**src/rtl/tsd_pkg.sv**
```systemverilog
package tsd_pkg;

    // Field widths of the byte stream and of the result word.
    localparam int unsigned BYTE_W  = 8;
    localparam int unsigned STAT_W  = 2;
    localparam int unsigned TOTAL_W = 34;
    localparam int unsigned ITEMS_W = 32;
    localparam int unsigned LEFT_W  = 3;
    localparam int unsigned CFG_IDX_W = 3;

    // Result status codes.
    localparam logic [STAT_W-1:0] STATUS_BUSY = 2'd0;
    localparam logic [STAT_W-1:0] STATUS_OK   = 2'd1;
    localparam logic [STAT_W-1:0] STATUS_ERR  = 2'd2;

    // Configuration register indexes.
    localparam logic [CFG_IDX_W-1:0] CFG_EMIT_CHARS    = 3'd0;
    localparam logic [CFG_IDX_W-1:0] CFG_TAG_STRING    = 3'd1;
    localparam logic [CFG_IDX_W-1:0] CFG_TAG_LIST      = 3'd2;
    localparam logic [CFG_IDX_W-1:0] CFG_TAG_SMALL_INT = 3'd3;
    localparam logic [CFG_IDX_W-1:0] CFG_TAG_NIL       = 3'd4;

    // Reset values of the tag registers, from the published format.
    localparam logic [BYTE_W-1:0] RST_TAG_STRING    = 8'd107;
    localparam logic [BYTE_W-1:0] RST_TAG_LIST      = 8'd108;
    localparam logic [BYTE_W-1:0] RST_TAG_SMALL_INT = 8'd97;
    localparam logic [BYTE_W-1:0] RST_TAG_NIL       = 8'd106;

    // Number of length bytes after each header tag.
    localparam logic [LEFT_W-1:0] STR_LEN_BYTES = 3'd2;
    localparam logic [LEFT_W-1:0] LST_LEN_BYTES = 3'd4;

    // One result word.
    typedef struct packed {
        logic [BYTE_W-1:0]  out_char;
        logic               char_valid;
        logic [STAT_W-1:0]  status;
        logic [TOTAL_W-1:0] bytes_consumed;
    } t_out_word;

endpackage

```
**src/rtl/tsd_if.sv**
```systemverilog
// Input byte channel.
interface tsd_in_if import tsd_pkg::*; ();
    logic              valid;
    logic              ready;
    logic [BYTE_W-1:0] in_byte;

    modport source (output valid, output in_byte, input ready);
    modport sink   (input valid, input in_byte, output ready);
endinterface

// Result channel.
interface tsd_out_if import tsd_pkg::*; ();
    logic               valid;
    logic               ready;
    logic [BYTE_W-1:0]  out_char;
    logic               char_valid;
    logic [STAT_W-1:0]  status;
    logic [TOTAL_W-1:0] bytes_consumed;

    modport source (output valid, output out_char, output char_valid, output status,
                    output bytes_consumed, input ready);
    modport sink   (input valid, input out_char, input char_valid, input status,
                    input bytes_consumed, output ready);
endinterface

// Configuration write channel.
interface tsd_cfg_if import tsd_pkg::*; ();
    logic                 valid;
    logic                 ready;
    logic [CFG_IDX_W-1:0] index;
    logic [BYTE_W-1:0]    data;

    modport source (output valid, output index, output data, input ready);
    modport sink   (input valid, input index, input data, output ready);
endinterface

```
**src/rtl/term_string_decoder.sv**
```systemverilog
// A byte accepted into the input register has its result word loaded into the result
// register as soon as the result register is empty or being drained.
// One byte per cycle unless a result word waits; an empty input register fills even then.
// A byte that yields no result word leaves the output side free in that cycle.
// Reset (synchronous, active low) returns the decoder to idle, empties both
// registers and restores the register defaults (emit on, standard tag codes).
module term_string_decoder import tsd_pkg::*; (
    input  logic         i_clk,
    input  logic         i_rst_n,
    tsd_in_if.sink       i_in,
    tsd_out_if.source    o_out,
    tsd_cfg_if.sink      i_cfg
);

    typedef enum logic [2:0] {
        PH_IDLE,
        PH_STR_LEN,
        PH_STR_CHR,
        PH_LST_LEN,
        PH_LST_TAG,
        PH_LST_VAL,
        PH_LST_NIL
    } t_phase;

    // Configuration registers.
    logic              r_emit_chars;
    logic [BYTE_W-1:0] r_tag_string;
    logic [BYTE_W-1:0] r_tag_list;
    logic [BYTE_W-1:0] r_tag_small_int;
    logic [BYTE_W-1:0] r_tag_nil;

    // Input register.
    logic              r_in_valid;
    logic [BYTE_W-1:0] r_in_byte;

    // Decoder state.
    t_phase             r_phase,     n_phase;
    logic [LEFT_W-1:0]  r_len_left,  n_len_left;
    logic [ITEMS_W-1:0] r_items,     n_items;
    logic [TOTAL_W-1:0] r_total,     n_total;

    // Result register.
    logic      r_out_valid;
    t_out_word r_out, n_out;
    logic      n_res;

    logic               w_adv;
    logic               w_in_acc;
    logic [TOTAL_W-1:0] w_total;
    logic [ITEMS_W-1:0] w_items_shift;
    logic [ITEMS_W-1:0] w_items_dec;
    logic [LEFT_W-1:0]  w_len_dec;
    logic [BYTE_W-1:0]  w_b;

    // The result register can take a new word when it is empty or being drained.
    assign w_adv     = !r_out_valid || o_out.ready;
    assign i_in.ready = w_adv || !r_in_valid;
    assign w_in_acc  = i_in.valid && i_in.ready;
    assign i_cfg.ready = 1'b1;

    assign o_out.valid          = r_out_valid;
    assign o_out.out_char       = r_out.out_char;
    assign o_out.char_valid     = r_out.char_valid;
    assign o_out.status         = r_out.status;
    assign o_out.bytes_consumed = r_out.bytes_consumed;

    // Configuration writes; indexes past the list are ignored.
    always_ff @(posedge i_clk) begin
        if (!i_rst_n) begin
            r_emit_chars    <= 1'b1;
            r_tag_string    <= RST_TAG_STRING;
            r_tag_list      <= RST_TAG_LIST;
            r_tag_small_int <= RST_TAG_SMALL_INT;
            r_tag_nil       <= RST_TAG_NIL;
        end else if (i_cfg.valid && i_cfg.ready) begin
            case (i_cfg.index)
                CFG_EMIT_CHARS:    r_emit_chars    <= i_cfg.data[0];
                CFG_TAG_STRING:    r_tag_string    <= i_cfg.data;
                CFG_TAG_LIST:      r_tag_list      <= i_cfg.data;
                CFG_TAG_SMALL_INT: r_tag_small_int <= i_cfg.data;
                CFG_TAG_NIL:       r_tag_nil       <= i_cfg.data;
                default: ;
            endcase
        end
    end

    // Input register loads whenever it is free or moving on.
    always_ff @(posedge i_clk) begin
        if (!i_rst_n) begin
            r_in_valid <= 1'b0;
        end else if (i_in.ready) begin
            r_in_valid <= w_in_acc;
        end
        if (w_in_acc) begin
            r_in_byte <= i_in.in_byte;
        end
    end

    assign w_b           = r_in_byte;
    assign w_total       = r_total + TOTAL_W'(1);
    assign w_items_shift = {r_items[ITEMS_W-BYTE_W-1:0], w_b};
    assign w_items_dec   = r_items - ITEMS_W'(1);
    assign w_len_dec     = r_len_left - LEFT_W'(1);

    // Next state and result word for the byte in the input register.
    always_comb begin
        n_phase    = r_phase;
        n_len_left = r_len_left;
        n_items    = r_items;
        n_total    = w_total;
        n_res      = 1'b0;
        n_out      = '0;
        case (r_phase)
            PH_IDLE: begin
                if (w_b == r_tag_string) begin
                    n_phase    = PH_STR_LEN;
                    n_len_left = STR_LEN_BYTES;
                    n_items    = '0;
                end else if (w_b == r_tag_list) begin
                    n_phase    = PH_LST_LEN;
                    n_len_left = LST_LEN_BYTES;
                    n_items    = '0;
                end else begin
                    n_phase    = PH_IDLE;
                    n_len_left = '0;
                    n_items    = '0;
                    n_total    = '0;
                    n_res      = 1'b1;
                    if (w_b == r_tag_nil) begin
                        n_out.status         = STATUS_OK;
                        n_out.bytes_consumed = w_total;
                    end else begin
                        n_out.status = STATUS_ERR;
                    end
                end
            end
            PH_STR_LEN: begin
                n_items    = w_items_shift;
                n_len_left = w_len_dec;
                if (w_len_dec == '0) begin
                    if (w_items_shift == '0) begin
                        n_phase              = PH_IDLE;
                        n_items              = '0;
                        n_total              = '0;
                        n_res                = 1'b1;
                        n_out.status         = STATUS_OK;
                        n_out.bytes_consumed = w_total;
                    end else begin
                        n_phase = PH_STR_CHR;
                    end
                end
            end
            PH_STR_CHR: begin
                n_items = w_items_dec;
                if (r_emit_chars) begin
                    n_res            = 1'b1;
                    n_out.out_char   = w_b;
                    n_out.char_valid = 1'b1;
                end
                if (w_items_dec == '0) begin
                    n_phase              = PH_IDLE;
                    n_len_left           = '0;
                    n_total              = '0;
                    n_res                = 1'b1;
                    n_out.status         = STATUS_OK;
                    n_out.bytes_consumed = w_total;
                end
            end
            PH_LST_LEN: begin
                n_items    = w_items_shift;
                n_len_left = w_len_dec;
                if (w_len_dec == '0) begin
                    n_phase = (w_items_shift == '0) ? PH_LST_NIL : PH_LST_TAG;
                end
            end
            PH_LST_TAG: begin
                if (w_b != r_tag_small_int) begin
                    n_phase      = PH_IDLE;
                    n_len_left   = '0;
                    n_items      = '0;
                    n_total      = '0;
                    n_res        = 1'b1;
                    n_out.status = STATUS_ERR;
                end else begin
                    n_phase = PH_LST_VAL;
                end
            end
            PH_LST_VAL: begin
                n_items = w_items_dec;
                n_phase = (w_items_dec == '0) ? PH_LST_NIL : PH_LST_TAG;
                if (r_emit_chars) begin
                    n_res            = 1'b1;
                    n_out.out_char   = w_b;
                    n_out.char_valid = 1'b1;
                end
            end
            PH_LST_NIL: begin
                n_phase    = PH_IDLE;
                n_len_left = '0;
                n_items    = '0;
                n_total    = '0;
                n_res      = 1'b1;
                if (w_b != r_tag_nil) begin
                    n_out.status = STATUS_ERR;
                end else begin
                    n_out.status         = STATUS_OK;
                    n_out.bytes_consumed = w_total;
                end
            end
            default: begin
                n_phase    = PH_IDLE;
                n_len_left = '0;
                n_items    = '0;
                n_total    = '0;
            end
        endcase
    end

    // State and result register advance together when the output side is free.
    always_ff @(posedge i_clk) begin
        if (!i_rst_n) begin
            r_phase     <= PH_IDLE;
            r_len_left  <= '0;
            r_items     <= '0;
            r_total     <= '0;
            r_out_valid <= 1'b0;
        end else if (w_adv) begin
            r_out_valid <= r_in_valid && n_res;
            if (r_in_valid) begin
                r_phase    <= n_phase;
                r_len_left <= n_len_left;
                r_items    <= n_items;
                r_total    <= n_total;
            end
        end
    end

    always_ff @(posedge i_clk) begin
        if (w_adv && r_in_valid && n_res) begin
            r_out <= n_out;
        end
    end

`ifndef SYNTH
    // Idle always means a fresh term: no count and no items carried over.
    a_idle_clean: assert property (@(posedge i_clk) disable iff (!i_rst_n)
        (r_phase == PH_IDLE) |-> (r_total == '0 && r_items == '0))
        else $error("decoder idle with leftover term state");

    // A byte count is reported only with a successful finish.
    a_count_ok_only: assert property (@(posedge i_clk) disable iff (!i_rst_n)
        (r_out_valid && r_out.status != STATUS_OK) |-> (r_out.bytes_consumed == '0))
        else $error("byte count given without ok status");

    // A finished term has consumed at least its tag byte.
    a_ok_count: assert property (@(posedge i_clk) disable iff (!i_rst_n)
        (r_out_valid && r_out.status == STATUS_OK) |-> (r_out.bytes_consumed != '0))
        else $error("ok status with zero byte count");

    // An error word never carries a character.
    a_err_no_char: assert property (@(posedge i_clk) disable iff (!i_rst_n)
        (r_out_valid && r_out.status == STATUS_ERR) |-> !r_out.char_valid)
        else $error("error word carries a character");

    // A word that is held back keeps a full input register full.
    a_hold_input: assert property (@(posedge i_clk) disable iff (!i_rst_n)
        (r_out_valid && !o_out.ready && r_in_valid) |=> r_in_valid)
        else $error("pending byte dropped during output stall");
`endif

endmodule

```
**src/flat_wrapper.sv**
```systemverilog
// flat-port wrapper written by rule: the top's interface ports become plain ports
module term_string_decoder_flat import tsd_pkg::*;
  (i_clk, i_rst_n, i_in_valid, i_in_in_byte, i_in_ready, o_out_valid, o_out_out_char, o_out_char_valid, o_out_status, o_out_bytes_consumed, o_out_ready, i_cfg_valid, i_cfg_index, i_cfg_data, i_cfg_ready);
  tsd_in_if i_in_i ();
  tsd_out_if o_out_i ();
  tsd_cfg_if i_cfg_i ();
  input  logic i_clk;
  input  logic i_rst_n;
  input wire logic [$bits(i_in_i.valid)-1:0] i_in_valid;
  input wire logic [$bits(i_in_i.in_byte)-1:0] i_in_in_byte;
  output wire logic [$bits(i_in_i.ready)-1:0] i_in_ready;
  output wire logic [$bits(o_out_i.valid)-1:0] o_out_valid;
  output wire logic [$bits(o_out_i.out_char)-1:0] o_out_out_char;
  output wire logic [$bits(o_out_i.char_valid)-1:0] o_out_char_valid;
  output wire logic [$bits(o_out_i.status)-1:0] o_out_status;
  output wire logic [$bits(o_out_i.bytes_consumed)-1:0] o_out_bytes_consumed;
  input wire logic [$bits(o_out_i.ready)-1:0] o_out_ready;
  input wire logic [$bits(i_cfg_i.valid)-1:0] i_cfg_valid;
  input wire logic [$bits(i_cfg_i.index)-1:0] i_cfg_index;
  input wire logic [$bits(i_cfg_i.data)-1:0] i_cfg_data;
  output wire logic [$bits(i_cfg_i.ready)-1:0] i_cfg_ready;
  assign i_in_i.valid = i_in_valid;
  assign i_in_i.in_byte = i_in_in_byte;
  assign i_in_ready = i_in_i.ready;
  assign o_out_valid = o_out_i.valid;
  assign o_out_out_char = o_out_i.out_char;
  assign o_out_char_valid = o_out_i.char_valid;
  assign o_out_status = o_out_i.status;
  assign o_out_bytes_consumed = o_out_i.bytes_consumed;
  assign o_out_i.ready = o_out_ready;
  assign i_cfg_i.valid = i_cfg_valid;
  assign i_cfg_i.index = i_cfg_index;
  assign i_cfg_i.data = i_cfg_data;
  assign i_cfg_ready = i_cfg_i.ready;
  term_string_decoder u_core (.i_clk(i_clk), .i_rst_n(i_rst_n), .i_in(i_in_i), .o_out(o_out_i), .i_cfg(i_cfg_i));
endmodule
```
**config.mk**
```make
export PLATFORM = sky130hd
export DESIGN_NAME = term_string_decoder_flat
export DESIGN_NICKNAME = d
export VERILOG_FILES = /design/src/rtl/tsd_pkg.sv /design/src/rtl/tsd_if.sv /design/src/rtl/term_string_decoder.sv /design/src/flat_wrapper.sv
export SDC_FILE = /design/constraint.sdc
export NUM_CORES = 1
export LEC_CHECK = 0
export BUFFER_PORTS_ARGS = -buffer_cell sky130_fd_sc_hd__buf_2
export CAP_MARGIN = 20
export CORE_ASPECT_RATIO = 0.5
export CORE_MARGIN = 8
export CORE_UTILIZATION = 39
export CTS_CLUSTER_SIZE = 30
export DETAILED_ROUTE_END_ITERATION = 12
export GPL_ROUTABILITY_DRIVEN = 0
export PLACE_DENSITY = 0.58
export RECOVER_POWER = 100
export SETUP_SLACK_MARGIN = 0.02
export SLEW_MARGIN = 20
export SYNTH_ARGS = -nofsm -noshare
export SYNTH_HDL_FRONTEND = slang
export SYNTH_SLANG_ARGS = --single-unit
```
**constraint.sdc**
```tcl
create_clock -name i_clk -period 5.6 [get_ports i_clk]
set_input_delay 0 -clock i_clk [delete_from_list [all_inputs] [get_ports i_clk]]
set_output_delay 0 -clock i_clk [all_outputs]
set_load 0.01 [all_outputs]
```
# Word-level counts from Yosys, hierarchy flattened
# Index checks and enable logic that the tools add are counted.
op_classes:
  n_reduce_logical: 26
  addsub: 3
  eq_ne: 19
  n_mux: 46
  n_bitwise: 1
ops:
  columns: ["operator", "n"]
  rows:
  - ["2-to-1 mux 34 bit", 8]
  - ["case mux 34 bit (5 select lines)", 1]
  - ["case mux 34 bit (4 select lines)", 1]
  - ["case mux 32 bit (4 select lines)", 1]
  - ["2-to-1 mux 36 bit", 3]
  - ["2-to-1 mux 32 bit", 3]
  - ["2-to-1 mux 35 bit", 2]
  - ["zero test 32 bit", 2]
  - ["adder 34 x 1 -> 34 bit (second input constant)", 1]
  - ["subtractor 32 x 1 -> 32 bit (second input constant)", 1]
  - ["equality test 8 bit", 3]
  - ["2-to-1 mux 3 bit", 8]
  - ["case mux 3 bit (6 select lines)", 1]
  - ["!= test 8 bit", 2]
  - ["case mux 3 bit (5 select lines)", 1]
  - ["2-to-1 mux 2 bit", 7]
  - ["AND reduction 2 bit", 7]
  - ["equality test 3 x 2 -> 1 bit (second input constant)", 4]
  - ["equality test 3 bit (second input constant)", 4]
  - ["case mux 2 bit (5 select lines)", 1]
  - ["AND reduction 5 bit", 2]
  - ["zero test 3 bit", 3]
  - ["2-to-1 mux 1 bit", 8]
  - ["!= test 2 x 1 -> 1 bit (second input constant)", 4]
  - ["other kinds (9)", 17]
word_totals:
  inputBits: 24
  output_inout_bits: 48
  regBits: 160
  wordCells: 111

# Depth between registers and ports, before layout
# Gate-level depths: netlist of run 1.
logic_depth:
  word_depth: 5
  mapped_depth: 14
  mapped_depth_nobuf: 10

# Worst setup path before layout of run 1
# Ideal clock, no wire load.
synth_path:
  kind: "flip-flop to flip-flop"
  from: "reg u_core.r_items[0]"
  to: "reg u_core.r_out (netlist bit u_core.o_out.bytes_consumed[0]), enable pin"
  t_arrival_ns: 4.288
  required_time_ns: 5.153
  synth_period_minus_slack_ns: 4.736
  setup_time_ns: 0.447
  path_stages_with_launch: 13
  setup_slack_ns: 0.864
  cell_sequence: "dfxtp_1 clkbuf_1 inv_1 ha_1 clkbuf_1 o21bai_1 a311o_1 o311a_1 nand4b_1 nor4_1 a32o_1 a21oi_1 nor2_1"
synth_between:
  elab_chain_cells: 5
  elab_cells_between_ends: 8
  cone_classes: "add/sub (1); mux (4); reduce/logical (3)"
synth_rtl:
  columns: ["element", "line", "source"]
  rows:
  - ["start: declaration", "term_string_decoder.sv:39", "logic [ITEMS_W-1:0] r_items, n_items;"]
  - ["start signal: assignment", "term_string_decoder.sv:232", "r_items <= n_items;"]
  - ["subtractor 32 x 1 -> 32 bit or zero test 32 bit (tied branches)", "term_string_decoder.sv:102, term_string_decoder.sv:141", null]
  - ["zero test 32 bit or 2-to-1 mux 1 bit (tied branches)", "term_string_decoder.sv:160, term_string_decoder.sv:141", null]
  - ["2-to-1 mux 1 bit (on tied branches)", "term_string_decoder.sv:160, term_string_decoder.sv:140", null]
  - ["case mux 1 bit (6 select lines) (*)", "term_string_decoder.sv:113", "case (r_phase)"]
  - ["logical AND 1 bit (*)", "term_string_decoder.sv:239", "if (w_adv && r_in_valid && n_res) begin"]
  - ["end signal: assignment", "term_string_decoder.sv:240", "r_out <= n_out;"]
  - ["end: declaration", "term_string_decoder.sv:44", "t_out_word r_out, n_out;"]
# Mark *: on every way between the ends. The rest lies on a longest branch, timed or not.
# A chain may end at the register's enable or synchronous reset.

# Worst setup path after layout of run 1
layout_path:
  from: "reg u_core.r_items[0]"
  to: "reg u_core.r_total[7]"
layout_between:
  elab_chain_cells: 4
  elab_cells_between_ends: 7
  cone_classes: "add/sub (1); mux (4); reduce/logical (2)"
layout_rtl:
  columns: ["element", "line", "source"]
  rows:
  - ["subtractor 32 x 1 -> 32 bit or zero test 32 bit (tied branches)", "term_string_decoder.sv:102, term_string_decoder.sv:141", null]
  - ["zero test 32 bit or 2-to-1 mux 34 bit (tied branches)", "term_string_decoder.sv:160, term_string_decoder.sv:141", null]
  - ["2-to-1 mux 34 bit (on tied branches)", "term_string_decoder.sv:160, term_string_decoder.sv:140", null]
  - ["case mux 34 bit (5 select lines) (*)", "term_string_decoder.sv:113", null]
  - ["end signal: assignment", "term_string_decoder.sv:233", "r_total <= n_total;"]
  - ["end: declaration", "term_string_decoder.sv:40", "logic [TOTAL_W-1:0] r_total, n_total;"]
# Marks and branches as above.

==> impl_metrics.yaml, run 1 <==
logic_synthesis:
  ys_seq_area_share_pct: 41.55
  synth-edff-count: 53
  yosys_warnings: 0
  syn-num-nets: 1104
  syn_area_mm2: 0.008985
  synthCells: 1075
  synth_seq_cells: 160
  synth.largest_area_cell: "dfxtp_1"
  async_flop_share_pct: 0
  synth_top_area_share_pct: 23.84
  synth_area_per_cell_um2: 8.358
  ys_types: 71
  synthTopCellsByArea: "dfxtp_1, edfxtp_1, nand2_1"
  synth_flop_cell: "dfxtp_1"
global_routing:
  grt_util_all_layers_pct: 17.53
  grt_pass1_vias: 7726
  grt_max_degree: 74
  overflow: 0
  grt_antenna_before_repair: 0
  grt_pass1_wl_um: 40600
timing:
  report.final.slew_viol_count: 178
  setup_ws_ns: 1.146
  setup-violations-final: 0
  relSlewSlack_pct: -19.70
  clock.fmax_ghz: 0.2245
  tns_ns: 0
  period_share_pct: 79.53
  grt_setup_unrepaired: "false"
  finalCriticalPeriod_ns: 4.454
  hold_ws_ns: 0.07002
  hold_violations: 0
  finalClockSkew_ns: 0.01133
  tightestPinTransition_ns: 1.789
detailed_routing:
  antenna_left: 0
  route.detailed.drc: 0
  routedWlPerCell_um: 17.56
  avgViaCountPerCell: 5.673
  drt_iter0_drc: 893
  dr.pass1.iters: 5
  routed_wl_um: 25140
  vias: 8124
clock_tree:
  cts_setup_buffers: 0
  cts_tree: "built"
  clk_pin_slew_worst_paths_ns: 0.07
  clock_path_buffers: 2
  clockRootBuffer: "clkbuf_16"
  h-tree-depth: 4
  clock-sinks: 160
  cts_buffers: 17
  clk_latency_ns: 0.44
outcome:
  violations: "capacitance limit, slew limit"
  status: "complete, but fails checks"
cells_and_area:
  multiInputGateArea_mm2: 0.004822
  layout-drive-gt1-share_pct: 9.600
  area_delta_synth_final_pct: 13.26
  nNetsFinal: 1141
  fill_cells: 2302
  seqCellArea_mm2: 0.003734
  stdcell_count: 1432
  final_common_cell: "nand2_1"
  stdcell_area_mm2: 0.01018
  layout_common_cells: "nand2_1, dfxtp_1, nor2_1, nand3_1"
  antennaDiodeCount: 0
die:
  core_mm2: 0.02274
  die_y_um: 123.3
  die_w_um: 230.7
  core.rowCount: 39
  dieArea_mm2: 0.02845
  start_util_pct: 39.51
  ioPinCount: 72
worst_setup_path:
  cp-end-kind: "flip-flop"
  worstSetupPathType: "flip-flop to flip-flop"
  cp.arrival_ns: 4.71
  crit_path_start_kind: "flip-flop"
  cp_data_required_time_ns: 5.86
  cp_max_fo: 32
place:
  pre_cts_ws_ns: 1.517
  placedCellCount: 1378
  io_buffers: 70
  dp_hpwl_um: 16460
  placed_cell_area_mm2: 0.009440
hold_path:
  hold_class: "input port to flip-flop"
flow_run:
  drv_cap: 5
power_and_ir_drop:
  power.ir.vdd_worst_mv: 0.1564
  power_density_mw_per_mm2: 268.0
  leakagePower_nw: 3.449
routing by layer:
layer	wire length, µm	GRT usage, %	vias to the layer above
met5	0	0	-
met4	515	6.577	0
met3	1173	3.138	39
met2	11570	28.92	240
met1	11890	22.99	3912
li1	-	-	3933
synth_stat cells, types with 9 or more instances:
cell type and instances:
nand2_1 186, dfxtp_1 107, nor2_1 75, clkbuf_1 60, nand3_1 57, a21oi_1 53, edfxtp_1 53, o21ai_0 36
xnor2_1 36, a22oi_1 33, xor2_1 32, o2bb2ai_1 31, or2_2 31, a31oi_1 29, o21ai_1 26, nand4_1 20
and3_1 15, nor4_1 15, inv_1 12, nor2b_1 12, nor3_1 12, buf_2 11, nand2b_1 11, and4_1 9
registers in the layout (all words and copies together), names as in the netlist, 2 cells and up:
register                     cells
u_core.r_tag_nil                 8
u_core.r_phase                   3
u_core.r_items                  32
u_core.r_tag_list                8
u_core.r_tag_string              8
u_core.r_in_byte                 8
u_core.o_out.status              2
u_core.r_tag_small_int           8
u_core.r_total                  34
u_core.o_out.bytes_consumed     34
u_core.r_len_left                3
u_core.o_out.out_char            8
power breakdown:
part           switching (mW)  internal, mW  leakage [nW]
combinational           0.157        0.0942          1.80
sequential             0.0289          1.23          1.36
clock                   0.512         0.706         0.291
worst paths after layout:
check / start / end / slack [ns] / cells after the start
setup / recovery: u_core.r_items[0]$_SDFFE_PN0P_ / u_core.r_total[7]$_SDFFE_PN0P_ / 1.15 / 9
hold / removal: i_cfg_valid / u_core.r_emit_chars$_SDFFE_PN1P_ / 0.07 / 4
setup reg to reg: u_core.r_items[0]$_SDFFE_PN0P_ / u_core.r_total[7]$_SDFFE_PN0P_ / 1.15 / 9
hold reg to reg: u_core.r_tag_string[4]$_SDFFE_PN0P_ / u_core.r_tag_string[4]$_SDFFE_PN0P_ / 0.47 / 2
stage by stage:
step / total power [mW] / util, %
2_1_floorplan: 1.445 / -
3_3_place_gp: 1.525 / 41.52
3_5_place_dp: 1.528 / 41.52
4_1_cts: 2.752 / 45.15
5_1_grt: 2.820 / 44.75
6_report: 2.728 / 44.75
cells by family after synthesis:
family / after synthesis / synth area share (%)
DFF: 160 / 41.55
adders and majority gates: 5 / 0.6963
buffers and inverters: 99 / 4.999
AOI/OAI and AO/OA: 254 / 18.58
xor gates and xnor gates: 68 / 6.629
other: 1 / 0.04174
muxes: 1 / 0.1114
and+or+nand+nor: 487 / 27.39
worst max-delay path: stages, from the launching register on:
cell	delay (ns)
dfxtp_1	0.40
nor2_1	0.41
nand4_1	0.51
o41ai_1	0.53
nand4_1	0.19
nor4_1	0.47
a31oi_1	0.19
a31oi_2	0.17
clkbuf_1	1.20
o2bb2ai_1	0.20
final cells by class:
type / count / area share (%)
clock inverters: 15 / 1.783
inverters: 14 / 0.5164
clock buffers: 17 / 4.181
well taps: 307 / 3.775
repair buffers: 103 / 5.668
multi-input cells: 816 / 47.39
flip-flops and latches: 160 / 36.69
timing repair:
action,4_1_cts,5_1_grt
gates resized for setup,0,0
hold buffers,22,0
endpoints found under the hold margin,43,0
Power figures use the tool's default switching activity.
==> run 2, diff against run 1 <==
--- a/config.mk
+++ b/config.mk
@@ -13,7 +13,7 @@
 export CTS_CLUSTER_SIZE = 30
 export DETAILED_ROUTE_END_ITERATION = 12
 export GPL_ROUTABILITY_DRIVEN = 0
-export PLACE_DENSITY = 0.58
+export PLACE_DENSITY = 0.6
 export RECOVER_POWER = 100
 export SETUP_SLACK_MARGIN = 0.02
 export SLEW_MARGIN = 20
==> constraint.sdc (replaced) <==
create_clock -name i_clk -period 3.85 [get_ports i_clk]
set_input_delay 0 -clock i_clk [delete_from_list [all_inputs] [get_ports i_clk]]
set_output_delay 0 -clock i_clk [all_outputs]
set_load 0.01 [all_outputs]
==> run 2 against run 1 <==
Net effect:
- the run now ends clean
- worst setup slack got worse by 0.83 ns
- critical path depth rose by 1
- clock power rose by 46%
- sequential power rose by 45%
- total power rose by 46%
- die area did not move
- combinational power rose by 47%
- cell count rose by 0.35%
- cell area rose by 0.66%
- clock skew fell by 0.0023 ns
- count of clock-buffer cells in the layout rose by 3
- register-to-register slack got worse by 0.83 ns
- critical endpoint is now u_core.o_out.bytes_consumed[29]$_DFFE_PP_
- largest cell class unchanged
==> impl_metrics.yaml, run 2 (same netlist as run 1, synthesis figures left out) <==
cells_and_area:
  layout_common_cells: "nand2_1, dfxtp_1, nor2_1, nand3_1"
  fill_cells: 2246
  multiInputGateArea_mm2: 0.004825
  final_common_cell: "nand2_1"
  layout-drive-gt1-share_pct: 10.35
  nNetsFinal: 1146
  seqCellArea_mm2: 0.003734
  antennaDiodeCount: 0
  area_delta_synth_final_pct: 14.01
detailed_routing:
  routed_wl_um: 24890
  antenna_left: 0
  met3_length_um: 1394
  vias: 8156
  routedWlPerCell_um: 17.32
  drt_iter0_drc: 852
  dr.pass1.iters: 6
  wl_met1_um: 11740
  routed.top_layer: "met4"
  avgViaCountPerCell: 5.676
  met2WireLength_um: 11250
  route.detailed.drc: 0
power_and_ir_drop:
  power_density_mw_per_mm2: 389.0
  power.ir.vdd_worst_mv: 0.2320
  leakagePower_nw: 3.488
  p_total_mw: 3.984
clock_tree:
  clockRootBuffer: "clkbuf_16"
  cts_buffers: 17
  cts_tree: "built"
  clk_latency_ns: 0.44
  clock-sinks: 160
  clock_path_buffers: 2
  h-tree-depth: 4
  cts_setup_buffers: 0
  clk_pin_slew_worst_paths_ns: 0.06
place:
  dp_hpwl_um: 16210
  io_buffers: 70
flow_run:
  drv_cap: 0
timing:
  grt_setup_unrepaired: "false"
  finalClockSkew_ns: 0.009036
  setup-violations-final: 0
  period_share_pct: 91.72
  tightestPinTransition_ns: 0.8322
  finalCriticalPeriod_ns: 3.531
  clock.fmax_ghz: 0.2832
  report.final.slew_viol_count: 0
  relSlewSlack_pct: 44.52
  tns_ns: 0
  hold_violations: 0
die:
  start_util_pct: 39.51
  ioPinCount: 72
  core.rowCount: 39
  die_y_um: 123.3
  core_mm2: 0.02274
  dieArea_mm2: 0.02845
  die_w_um: 230.7
global_routing:
  grt_pass1_wl_um: 40370
  overflow: 0
  grt_pass1_vias: 7826
  grt_max_degree: 73
  grt_util_all_layers_pct: 17.33
  grt_antenna_before_repair: 0
worst_setup_path:
  cp_max_fo: 35
  cp.arrival_ns: 3.67
  cp_data_required_time_ns: 3.99
  crit_path_start_kind: "flip-flop"
  cp-end-kind: "flip-flop"
  worstSetupPathType: "flip-flop to flip-flop"
outcome:
  status: "complete, no violations"
hold_path:
  hold_class: "input port to flip-flop"
run 2: critical path, stage by stage (launching register included):
cell	delay, ns
dfxtp_1	0.43
nor4_2	0.46
nand4_1	0.14
buf_4	0.21
or2_2	0.33
xor2_1	0.21
and4_1	0.24
a32o_1	0.25
a21oi_1	0.17
clkbuf_2	0.65
a21oi_1	0.14
run 2: through the flow:
| stage | hold slack, ns | instances | setup WS (ns) | area [µm²] | utilization (%) |
|---|---|---|---|---|---|
| finish | 0.05796 | 1437 | 0.3189 | 10240 | 45.05 |
| global route | 0.06978 | 1437 | 0.1002 | 10240 | 45.05 |
| CTS | 0.04660 | 1437 | 0.4889 | 10330 | 45.44 |
| detailed placement | 0.1797 | 1383 | 0.5327 | 9500 | 41.78 |
| global placement | 0.1777 | 1383 | 0.6697 | 9500 | 41.78 |
| floorplan | 0.09887 | 1075 | 0.3466 | 8992 | - |
run 2: timing repair:
item,CTS,global route
hold buffers,22,0
gates resized for setup,0,0
hold endpoints to repair,43,0
run 2: metal layers:
layer / GRT usage, % / up-vias
met4: 6.577 / 0
met1: 22.74 / 3906
met5: 0 / -
li1: - / 3951
met3: 3.802 / 47
met2: 27.98 / 252
run 2: path summary, 6_finish.rpt:
path	from	end	slack, ns	cells after the start
hold reg to reg	u_core.r_len_left[1]$_SDFFE_PN0P_	u_core.r_len_left[1]$_SDFFE_PN0P_	0.46	2
setup / recovery	u_core.r_items[5]$_SDFFE_PN0P_	u_core.o_out.bytes_consumed[29]$_DFFE_PP_	0.32	10
hold / removal	i_cfg_valid	u_core.r_emit_chars$_SDFFE_PN1P_	0.06	4
setup reg to reg	u_core.r_items[5]$_SDFFE_PN0P_	u_core.o_out.bytes_consumed[29]$_DFFE_PP_	0.32	10
run 2: cell type report:
type,count,area share [%]
clock buffers,20,4.458
clock inverters,12,1.527
inverters,14,0.5130
multi-input cells,816,47.10
flip-flops and latches,160,36.45
well taps,307,3.750
repair buffers,108,6.205
run 2: power breakdown:
group | leakage (nW) | switching, mW | total, mW | internal (mW)
logic | 1.84 | 0.230 | 0.370 | 0.140
clock network | 0.296 | 0.725 | 1.78 | 1.06
registers | 1.36 | 0.0399 | 1.83 | 1.79
total | 3.49 | 0.995 | 3.98 | 2.99
==> run 3, diff against run 2 <==
--- a/config.mk
+++ b/config.mk
@@ -15,6 +15,7 @@
 export GPL_ROUTABILITY_DRIVEN = 0
 export PLACE_DENSITY = 0.6
 export RECOVER_POWER = 100
+export REMOVE_ABC_BUFFERS = 1
 export SETUP_SLACK_MARGIN = 0.02
 export SLEW_MARGIN = 20
 export SYNTH_ARGS = -nofsm -noshare
==> run 3 against run 2 <==
Net effect:
- count of clock-buffer cells in the layout unchanged
- sequential cell count unchanged
- via count is 0.55% lower
- core utilization is 0.12 points lower
- worst hold slack gained 0.012 ns
- clock power is 5% lower
- worst setup slack worse by 0.017 ns
- total power down 2.4%
- critical path type unchanged
- critical endpoint is now u_core.r_total[24]$_SDFFE_PN0P_
- largest cell class unchanged
- largest power group unchanged
==> impl_metrics.yaml, run 3 (same netlist as run 1, synthesis figures left out) <==
global_routing:
  grt_pass1_vias: 7835
  grt_max_degree: 73
  overflow: 0
  grt_antenna_before_repair: 0
  grt_util_all_layers_pct: 17.45
  grt_pass1_wl_um: 40710
cells_and_area:
  final_common_cell: "nand2_1"
  stdcell_area_mm2: 0.01022
  seqCellArea_mm2: 0.003734
  fill_cells: 2229
  antennaDiodeCount: 0
  multiInputGateArea_mm2: 0.004832
  layout-drive-gt1-share_pct: 10.01
  nNetsFinal: 1146
  area_delta_synth_final_pct: 13.70
  layout_common_cells: "nand2_1, dfxtp_1, nor2_1, nand3_1"
  stdcell_count: 1436
  fin_util_pct: 44.93
die:
  ioPinCount: 72
  dieArea_mm2: 0.02845
  core_mm2: 0.02274
  die_w_um: 230.7
  core.rowCount: 39
  start_util_pct: 39.51
  die_y_um: 123.3
power_and_ir_drop:
  p_comb_share_pct: 9.6
  p_sw_mw: 0.9758
  swShare_pct: 25.09
  p_clk_share_pct: 43.4
  leakagePower_nw: 3.471
  p_int_mw: 2.913
  p_total_mw: 3.889
  power_density_mw_per_mm2: 380.7
  power.ir.vdd_worst_mv: 0.3306
  pwr-share-seq_pct: 47.0
worst_setup_path:
  path_cells: "clkbuf_1 > nor4_1 > nand4_1 > nor4_1 > nor3_2 > or3b_1 > a31oi_2 > buf_4 > o2bb2ai_1"
  critPathBufInv: 2
  cp_data_required_time_ns: 4.15
  crit_cells: 9
  reg2reg_depth: 9
  slowest_stage: "nor4_1"
  crit_family: "simple AND/OR/NAND/NOR gates"
  crit_start: "u_core.r_items[10]$_SDFFE_PN0P_"
  cp-end-kind: "flip-flop"
  cp_max_fo: 32
  cp.arrival_ns: 3.85
  critPathMaxStageDelay_ns: 0.70
  r2r_start: "u_core.r_items[10]$_SDFFE_PN0P_"
  crit_path_start_kind: "flip-flop"
  r2r_slack_ns: 0.30
  worstSetupPathType: "flip-flop to flip-flop"
  worstReg2RegEnd: "u_core.r_total[24]$_SDFFE_PN0P_"
  path_common_cell: "nor4_1"
clock_tree:
  clk_latency_ns: 0.43
  cts_buffers: 17
  h-tree-depth: 4
  clk_pin_slew_worst_paths_ns: 0.06
  cts_setup_buffers: 0
  clock-sinks: 160
  clockRootBuffer: "clkbuf_16"
  cts_tree: "built"
  clock_path_buffers: 2
timing:
  period_share_pct: 92.15
  finalCriticalPeriod_ns: 3.548
  clock.fmax_ghz: 0.2819
  finalClockSkew_ns: 0.01104
  relSlewSlack_pct: 45.88
  tightestPinTransition_ns: 0.8118
  grt_setup_unrepaired: "false"
  report.final.slew_viol_count: 0
  hold_violations: 0
  hold_ws_ns: 0.06955
  setup-violations-final: 0
detailed_routing:
  met2WireLength_um: 11380
  route.detailed.drc: 0
  vias: 8111
  avgViaCountPerCell: 5.648
  drt_iter0_drc: 868
  dr.pass1.iters: 5
  wl_met1_um: 11690
  antenna_left: 0
  routedWlPerCell_um: 17.50
  met3_length_um: 1738
  routed_wl_um: 25120
  routed.top_layer: "met4"
hold_path:
  hold_class: "input port to flip-flop"
  hold_depth: 4
  hp-start: "i_cfg_valid"
  min_to: "u_core.r_emit_chars$_SDFFE_PN1P_"
flow_run:
  drv_cap: 0
place:
  dp_hpwl_um: 16210
  placedCellCount: 1383
  placed_cell_area_mm2: 0.009520
  io_buffers: 70
outcome:
  status: "complete, no violations"
## run 3: cell types whose count changed in the layout (fill, tap and decap cells not counted), moves of 2 or more
cell      change
clkbuf_8      -2
clkbuf_1      +2
clkinv_2      +2
buf_4         -2
## run 3: worst min-delay path: cells and delay by family
kind	cells	cell delay [ns]
AND/OR/NAND/NOR	3	0.33
buffers and inverters	1	0.11
## run 3: area by class of cell
cell class                      instances  area share (%)
Sequential cell                       160           36.55
Clock buffer                           20           4.483
Multi-Input combinational cell        816           47.30
Clock inverter                         11           1.090
Inverter                               14          0.5144
Timing Repair Buffer                  108           6.307
Tap cell                              307           3.760
## run 3: how the worst max path moves through the flow
stage	endpoint	slack, ns
6_report	u_core.r_total[24]$_SDFFE_PN0P_	0.30
5_1_grt	u_core.r_total[16]$_SDFFE_PN0P_	0.05
4_1_cts	u_core.r_total[24]$_SDFFE_PN0P_	0.44
3_5_place_dp	u_core.r_total[16]$_SDFFE_PN0P_	0.48
3_3_place_gp	u_core.o_out.status[0]$_DFFE_PP_	0.59
2_1_floorplan	u_core.o_out.bytes_consumed[0]$_DFFE_PP_	-0.68
## run 3: repair_timing
item | in CTS | in global routing
endpoints found under the setup margin | 0 | 30
resized for setup | 0 | 1
hold buffers | 22 | 0
hold endpoints to repair | 43 | 0
## run 3: stage by stage
| step | setup TNS, ns | setup slack, ns |
|---|---|---|
| 2_1_floorplan | -42.96 | -0.6832 |
| 3_3_place_gp | 0 | 0.5933 |
| 3_5_place_dp | 0 | 0.4796 |
| 4_1_cts | 0 | 0.4410 |
| 5_1_grt | 0 | 0.05373 |
| 6_report | 0 | 0.3021 |
## run 3: per-layer routing
layer / vias to the layer above / track usage, %
li1: 3939 / -
met1: 3864 / 23.15
met2: 279 / 28.71
met3: 29 / 3.756
met4: 0 / 4.844
met5: - / 0
## run 3: power by group through the flow
stage	logic, mW	clock network [mW]	registers, mW
after floorplan	0.211	0	1.87
after global placement	0.357	0	1.86
after detailed placement	0.359	0	1.87
after CTS	0.378	1.72	1.83
after global routing	0.410	1.78	1.83
final	0.372	1.69	1.83
